### src/etfi_pkg.sv
package etfi_pkg;

    localparam int FRAC_BITS        = 56;
    localparam int ESCAPE_RADIUS_SQ = 4;

    localparam int CFG_REGS   = 8;
    localparam int ADDR_WIDTH = 6;

    localparam logic [63:0] ONE_Q32      = 64'd1 << 32;
    localparam logic [63:0] X_START_RST  = 64'd0 - (64'd2 << FRAC_BITS);
    localparam logic [63:0] Y_START_RST  = 64'd0 - (64'd3 << (FRAC_BITS - 1));
    localparam logic [63:0] STEP_RST     = 64'd1 << (FRAC_BITS - 8);
    localparam logic [19:0] LIMIT_RST    = 20'd256;
    localparam logic [127:0] ESC_BOUND   = 128'(ESCAPE_RADIUS_SQ) << (2 * FRAC_BITS);

    localparam logic [1:0] MODE_MANDEL  = 2'd0;
    localparam logic [1:0] MODE_FIXED_C = 2'd1;
    localparam logic [1:0] MODE_DIST    = 2'd2;

    localparam logic [2:0] REG_MODE    = 3'd0;
    localparam logic [2:0] REG_X_START = 3'd1;
    localparam logic [2:0] REG_Y_START = 3'd2;
    localparam logic [2:0] REG_X_STEP  = 3'd3;
    localparam logic [2:0] REG_Y_STEP  = 3'd4;
    localparam logic [2:0] REG_JRE     = 3'd5;
    localparam logic [2:0] REG_JIM     = 3'd6;
    localparam logic [2:0] REG_LIMIT   = 3'd7;

    // Product codes: which operand pair goes to the multiplier.
    localparam int NUM_OPS = 9;
    localparam logic [3:0] OP_TX = 4'd0;
    localparam logic [3:0] OP_TY = 4'd1;
    localparam logic [3:0] OP_SR = 4'd2;
    localparam logic [3:0] OP_SI = 4'd3;
    localparam logic [3:0] OP_ZZ = 4'd4;
    localparam logic [3:0] OP_A  = 4'd5;
    localparam logic [3:0] OP_B  = 4'd6;
    localparam logic [3:0] OP_C  = 4'd7;
    localparam logic [3:0] OP_D  = 4'd8;

    localparam logic [2:0] MUL_PARTS = 3'd4;
    localparam logic [2:0] MUL_LAST  = 3'd5;

    typedef logic signed [127:0] t_w128;

    typedef struct packed {
        logic [1:0]  mode;
        logic [63:0] x_start;
        logic [63:0] y_start;
        logic [63:0] x_step;
        logic [63:0] y_step;
        logic [63:0] julia_re;
        logic [63:0] julia_im;
        logic [19:0] limit;
    } t_cfg;

    typedef struct packed {
        logic       in_load;
        logic       mul_start;
        logic [3:0] mul_op;
        logic       init;
        logic       update;
        logic       out_load;
    } t_cmd;

    typedef struct packed {
        logic mul_done;
        logic esc;
        logic lim;
        logic dist_mode;
    } t_sts;

    function automatic t_w128 ext128(input logic [63:0] v);
        ext128 = {{64{v[63]}}, v};
    endfunction

    function automatic t_w128 sadd128(input t_w128 a, input t_w128 b);
        t_w128 s;
        s = a + b;
        if (a[127] == b[127] && s[127] != a[127]) begin
            s = a[127] ? {1'b1, 127'd0} : {1'b0, {127{1'b1}}};
        end
        sadd128 = s;
    endfunction

    function automatic logic [63:0] sat64(input t_w128 a);
        if (&a[127:63] || ~|a[127:63]) begin
            sat64 = a[63:0];
        end else begin
            sat64 = a[127] ? {1'b1, 63'd0} : {1'b0, {63{1'b1}}};
        end
    endfunction

endpackage

### src/etfi_ctrl.sv
module etfi_ctrl (
    input  logic           i_clk,
    input  logic           i_rst_n,
    input  logic           i_in_valid,
    output logic           o_in_ready,
    output logic           o_out_valid,
    input  logic           i_out_ready,
    input  etfi_pkg::t_sts i_sts,
    output etfi_pkg::t_cmd o_cmd
);

    localparam logic [2:0] S_IDLE  = 3'd0;
    localparam logic [2:0] S_ISSUE = 3'd1;
    localparam logic [2:0] S_WAIT  = 3'd2;
    localparam logic [2:0] S_INIT  = 3'd3;
    localparam logic [2:0] S_LOOP  = 3'd4;
    localparam logic [2:0] S_CHECK = 3'd5;
    localparam logic [2:0] S_UPD   = 3'd6;
    localparam logic [2:0] S_FIN   = 3'd7;

    logic [2:0] r_state;
    logic [2:0] n_state;
    logic [3:0] r_op;
    logic [3:0] n_op;
    logic       r_out_valid;
    logic       n_out_valid;
    logic       w_out_free;

    assign w_out_free = !r_out_valid || i_out_ready;

    always_comb begin
        n_state       = r_state;
        n_op          = r_op;
        n_out_valid   = r_out_valid && !i_out_ready;
        o_cmd         = '0;
        o_cmd.mul_op  = r_op;
        case (r_state)
            S_IDLE: begin
                if (i_in_valid) begin
                    o_cmd.in_load = 1'b1;
                    n_op          = etfi_pkg::OP_TX;
                    n_state       = S_ISSUE;
                end
            end
            S_ISSUE: begin
                o_cmd.mul_start = 1'b1;
                n_state         = S_WAIT;
            end
            S_WAIT: begin
                if (i_sts.mul_done) begin
                    n_state = S_ISSUE;
                    case (r_op)
                        etfi_pkg::OP_TX: n_op = etfi_pkg::OP_TY;
                        etfi_pkg::OP_TY: n_state = S_INIT;
                        etfi_pkg::OP_SR: n_op = etfi_pkg::OP_SI;
                        etfi_pkg::OP_SI: n_state = S_CHECK;
                        etfi_pkg::OP_ZZ: begin
                            if (i_sts.dist_mode) begin
                                n_op = etfi_pkg::OP_A;
                            end else begin
                                n_state = S_UPD;
                            end
                        end
                        etfi_pkg::OP_A: n_op = etfi_pkg::OP_B;
                        etfi_pkg::OP_B: n_op = etfi_pkg::OP_C;
                        etfi_pkg::OP_C: n_op = etfi_pkg::OP_D;
                        default:        n_state = S_UPD;
                    endcase
                end
            end
            S_INIT: begin
                o_cmd.init = 1'b1;
                n_state    = S_LOOP;
            end
            S_LOOP: begin
                if (i_sts.lim) begin
                    n_state = S_FIN;
                end else begin
                    n_op    = etfi_pkg::OP_SR;
                    n_state = S_ISSUE;
                end
            end
            S_CHECK: begin
                if (i_sts.esc) begin
                    n_state = S_FIN;
                end else begin
                    n_op    = etfi_pkg::OP_ZZ;
                    n_state = S_ISSUE;
                end
            end
            S_UPD: begin
                o_cmd.update = 1'b1;
                n_state      = S_LOOP;
            end
            S_FIN: begin
                if (w_out_free) begin
                    o_cmd.out_load = 1'b1;
                    n_out_valid    = 1'b1;
                    n_state        = S_IDLE;
                end
            end
            default: n_state = S_IDLE;
        endcase
    end

    always_ff @(posedge i_clk) begin
        if (!i_rst_n) begin
            r_state     <= S_IDLE;
            r_op        <= etfi_pkg::OP_TX;
            r_out_valid <= 1'b0;
        end else begin
            r_state     <= n_state;
            r_op        <= n_op;
            r_out_valid <= n_out_valid;
        end
    end

    assign o_in_ready  = (r_state == S_IDLE);
    assign o_out_valid = r_out_valid;

endmodule

### config.mk
export PLATFORM = sky130hd
export DESIGN_NAME = etfi_ctrl
export DESIGN_NICKNAME = d
export VERILOG_FILES = /design/src/etfi_pkg.sv /design/src/etfi_ctrl.sv
export SDC_FILE = /design/constraint.sdc
export NUM_CORES = 1
export LEC_CHECK = 0
export BUFFER_PORTS_ARGS = -buffer_cell sky130_fd_sc_hd__clkbuf_2
export CORE_MARGIN = 3
export CORE_UTILIZATION = 45
export DETAILED_ROUTE_END_ITERATION = 7
export GPL_TIMING_DRIVEN = 0
export PLACE_DENSITY = 0.68
export SETUP_SLACK_MARGIN = 0.1
export SYNTH_ARGS = -nofsm -noshare
export SYNTH_HDL_FRONTEND = slang
export SYNTH_SLANG_ARGS = --single-unit
export TNS_END_PERCENT = 20
### constraint.sdc
create_clock -name i_clk -period 3.4 [get_ports i_clk]
set_clock_uncertainty 0.1 [all_clocks]
set_input_delay 0 -clock i_clk [delete_from_list [all_inputs] [get_ports i_clk]]
set_output_delay 0 -clock i_clk [all_outputs]
set_load 0.03 [all_outputs]
## After elaboration in Yosys (flattened, before gate mapping)

Cells that the tools add are included.

- Latch bits: 0
- Memories kept: 0
- RAM bits: 0
- Register bits: 8
- ROM bits: 0
- Input bits: 8
- Word-level logic and storage cells: 59

- Bitwise logic cells: 0
- Mux-type cells: 24
- Shift operators: 0
- Reduce and logical (&&, ||, !) cells: 11
- Order comparisons: 0
- Div/mod/pow operators: 0
- Multiply operators: 0
- Eq/ne operators: 21
- Add/sub/neg operators: 0

Operators with widths:

| kind | count |
|---|---|
| 4-bit one-hot mux with 6 select lines | 1 |
| 3-bit one-hot mux with 7 select lines | 1 |
| 4-bit 2-to-1 mux | 5 |
| 3-bit 2-to-1 mux | 6 |
| 4-bit by 3-bit == test with 1-bit output, second input constant | 4 |
| 4-bit one-hot mux with 4 select lines | 1 |
| 3-bit == test, second input constant | 4 |
| 3-bit one-hot mux with 4 select lines | 1 |
| 2-bit inequality test, second input constant | 5 |
| 1-bit 2-to-1 mux | 9 |
| 4-bit by 2-bit == test with 1-bit output, second input constant | 2 |
| 7-bit by 2-bit inequality test with 1-bit output, second input constant | 1 |
| 7-bit AND reduction | 1 |
| 3-bit by 2-bit == test with 1-bit output, second input constant | 2 |
| 5-bit OR reduction | 1 |
| 4-bit by 1-bit == test with 1-bit output, second input constant | 1 |
| 4-bit logical NOT | 1 |
| 4-bit nonzero test | 1 |
| 3-bit by 1-bit == test with 1-bit output, second input constant | 1 |
| 3-bit logical NOT | 1 |
| 3-bit inequality test, second input constant | 1 |
| 3-bit AND reduction | 1 |
| 1-bit logical NOT | 2 |
| 2-bit OR reduction | 1 |
| other kinds (2) | 2 |

## Longest topological paths before layout

- Word-level depth: 5
- Depth in mapped cells: 6

## Worst setup path before layout

No wires, ideal clock.

- Path type: reg2out
- From: register r_state[1]
- To: output port o_cmd[8] (netlist name)
- Stages on the path, launching flop included: 5
- Data required time: 3.300 ns
- Data arrival time: 1.766 ns
- Slack: 1.534 ns
- Cells stage by stage: dfxtp_1 -> buf_4 -> clkbuf_1 -> nor3_1 -> and2_1

RTL lines:

| what | RTL line | RTL |
|---|---|---|
| from (decl) | etfi_ctrl.sv:21 | `logic [2:0] r_state;` |
| from (signal assigned) | etfi_ctrl.sv:112 | `r_state <= n_state;` |
| to (decl) | etfi_ctrl.sv:9 | `output etfi_pkg::t_cmd o_cmd` |

==> results.cfg <==
[detailed_routing]
drt_iter0_markers = 16
via_per_inst = 5.73
routed_wirelength_um = 1550
ant_nets = 0
wl_per_cell_um = 13.6
num_vias = 653
drc_errors = 0
first_pass_iters = 4

[worst_setup_path]
worstPathArrival_ns = 1.70
slowest_delay_ns = 0.49
start_kind = flop
cp-end-kind = output port
rr_endpoint = r_op[3]$_SDFFE_PN0P_
crit_slowest_cell = dfxtp_1
r2r_cells = 5
crit_chain = clkbuf_1 > and3_1 > nor2b_1 > clkbuf_2
critPathMaxFanout = 10
cp.required_ns = 3.30
r2r_start = r_op[0]$_SDFFE_PN0P_
critical_path_class = flop to output port
rrSetupSlack_ns = 1.65

[clock_tree]
post_cts_resized = 0
cts_tree = done
cts_setup_buffers = 0
clock_sinks = 8
clk_latency_ns = 0.27
cts_made_buffers = 3
cts_root_buf = clkbuf_4
holdBufCountCts = 2
cts_htree_levels = 1
cts.clk_slew.worst_paths_ns = 0.07
clock_path_buffers = 2

[hold_path]
min_to = r_op[2]$_SDFFE_PN0P_
holdCritStartpoint = i_sts[2]
min_path_type = input port to flop
hold_depth = 3

[floorplanning]
initial_core_util_pct = 51.3
die_w_um = 42.5
die_h_um = 42.5
design.core.area_mm2 = 0.00117
ioPinCount = 19
num_rows = 12
dieArea_mm2 = 0.00181

[synthesis]
ys_warn_count = 0
avgSynthCellArea_um2 = 7.80
ys_seq_area_share_pct = 26.7
synth.cell_area_um2 = 601
ys_ff_latch = 8
syn_nets = 85
synth_cell_type_count = 34
syn-instance-count = 77

[timing]
period_share_pct = 53.0
holdWs_ns = 0.0276
setup_ws_ns = 1.60
final_max_slew_viol_count = 0
finalCriticalPeriod_ns = 1.80
rsz0062_at_grt = no
fmax_mhz = 555
tightest_slew_ns = 0.356
setup_viol_count_final = 0
setup_tns_ns = 0
slew_headroom_pct = 76.3
hold_violations = 0

[place]
dpl_worst_slack_ns = 1.68
gp_congestion = 0.848
dp_hpwl_um = 1110
dp.cells = 109
placed_area_um2 = 708
portBuffers = 18

[global_route]
grt_util_all_layers_pct = 18.6
grt_pass1_wl_um = 2600
grt_pass1_vias = 590
globalRouteOverflowTotal = 0
grt_max_degree = 11
antenna_found_initial = 0

[finish]
fin_area_um2 = 751
drive_above_1_share_pct = 28.0
regArea_um2 = 160
multi_input_area_um2 = 407
instances_no_fill = 114
n_fill_cell = 116
antenna_cells = 0
areaGrowthSynthToFinish_pct = 25.0
fin_util_pct = 64.1
layout.nets = 110

[power]
p_per_area_mw_per_mm2 = 395
power.total_mw = 0.297
leakage_nw = 0.321
peakVddDrop_mv = 0.229

[job]
drv_cap = 0

[status]
run_status = finished, final reports clean
## Yosys cell counts
cell type / n / share of area (%)
buf_4: 1 / 1.3
o22ai_1: 1 / 1.0
a21oi_2: 2 / 2.9
dfxtp_1: 8 / 27
o21bai_1: 1 / 1.3
and3_1: 3 / 3.1
a21oi_1: 4 / 3.3
or3b_1: 1 / 1.5
clkbuf_1: 3 / 1.9
nand2b_1: 2 / 2.1
nor2b_1: 7 / 7.3
a311o_1: 1 / 1.7
o31ai_1: 1 / 1.3
nor3b_1: 1 / 1.3
nor3_1: 1 / 0.83
o311ai_0: 1 / 1.5
or4_1: 1 / 1.3
and3b_1: 1 / 1.5
a31oi_1: 1 / 1.0
o21ai_0: 5 / 4.2
nor4_4: 1 / 3.5
a22oi_2: 1 / 2.1
nand3_1: 3 / 2.5
and2_1: 3 / 3.1
mux2i_1: 2 / 3.3
inv_1: 4 / 2.5
o221a_2: 1 / 1.9
nand3b_1: 1 / 1.3
nor2_1: 6 / 3.7
a22oi_1: 1 / 1.3
nand2_1: 5 / 3.1
a311oi_1: 1 / 1.5
nand2_4: 1 / 1.9
or4b_1: 1 / 1.7
## worst max-delay path by stage
stage | start | end | slack (ns) | cells past startpoint
global placement | r_op[2]$_SDFFE_PN0P_ | r_op[3]$_SDFFE_PN0P_ | 1.68 | 5
floorplan | r_state[1]$_SDFFE_PN0P_ | o_cmd[8] | 1.53 | 4
finish | r_state[0]$_SDFFE_PN0P_ | o_cmd[0] | 1.60 | 4
detailed placement | r_op[0]$_SDFFE_PN0P_ | r_op[3]$_SDFFE_PN0P_ | 1.68 | 5
CTS | r_state[0]$_SDFFE_PN0P_ | o_cmd[0] | 1.60 | 4
global route | r_state[0]$_SDFFE_PN0P_ | o_cmd[7] | 1.44 | 4
## metal layers
metal  global-route usage (%)  up-vias  routed length, um
li1                         -      327                  -
met1                     24.5      302                761
met2                     28.0       19                682
met3                     3.00        5                 75
met4                     11.2        0                 29
met5                        0        -                  0
## cells in the final DEF, fill, tap and decap left out
cell / instances
a22oi_1: 1
a311oi_1: 1
and2_1: 3
o21bai_1: 1
clkbuf_2: 18
dfxtp_1: 8
a21oi_2: 2
o21ai_0: 5
and3_1: 3
nor3_1: 1
nand2_1: 5
o221a_2: 1
nor4_4: 1
inv_1: 4
o311ai_0: 1
mux2i_1: 2
nand2b_1: 2
a21oi_1: 4
buf_4: 1
a22oi_2: 1
a31oi_1: 1
o31ai_1: 1
and3b_1: 1
nor2_1: 6
nor2b_1: 7
or4b_1: 1
dlygate4sd3_1: 2
or3b_1: 1
nand3b_1: 1
or4_1: 1
nand2_4: 1
clkbuf_1: 3
a311o_1: 1
o22ai_1: 1
clkbuf_4: 3
nor3b_1: 1
nand3_1: 3
## sequential cells by signal, summed over array words and instances (netlist names)
signal / flops
o_out_valid: 1
r_state: 3
r_op: 4
## kinds of logic (layout without fill, tap and decap cells)
logic type	count (synthesis)	in the layout	share of synthesized area, %
compound gates	21	21	24.8
buf+inv	8	31	5.62
mux	2	2	3.33
simple gates	38	38	39.6
flops	8	8	26.7
## worst max-delay path: cells and delay by family (launching register included)
family	cells	cell delay [ns]
and+or+nand+nor	2	0.40
DFF	1	0.49
buffers and inverters	2	0.55
## area by class of cell
| type | instances | area share, % |
|---|---|---|
| multi-input cells | 61 | 54.2 |
| inverters | 4 | 2.00 |
| repair buffers | 20 | 14.7 |
| plain buffers | 4 | 2.50 |
| flip-flops and latches | 8 | 21.3 |
| clock buffers | 3 | 3.00 |
| well taps | 14 | 2.33 |
## report_power, final
| part | internal, mW | switching [mW] |
|---|---|---|
| combinational | 0.0417 | 0.0682 |
| sequential | 0.0990 | 0.00782 |
| clock | 0.0408 | 0.0392 |
Power figures use the tool's default switching activity.
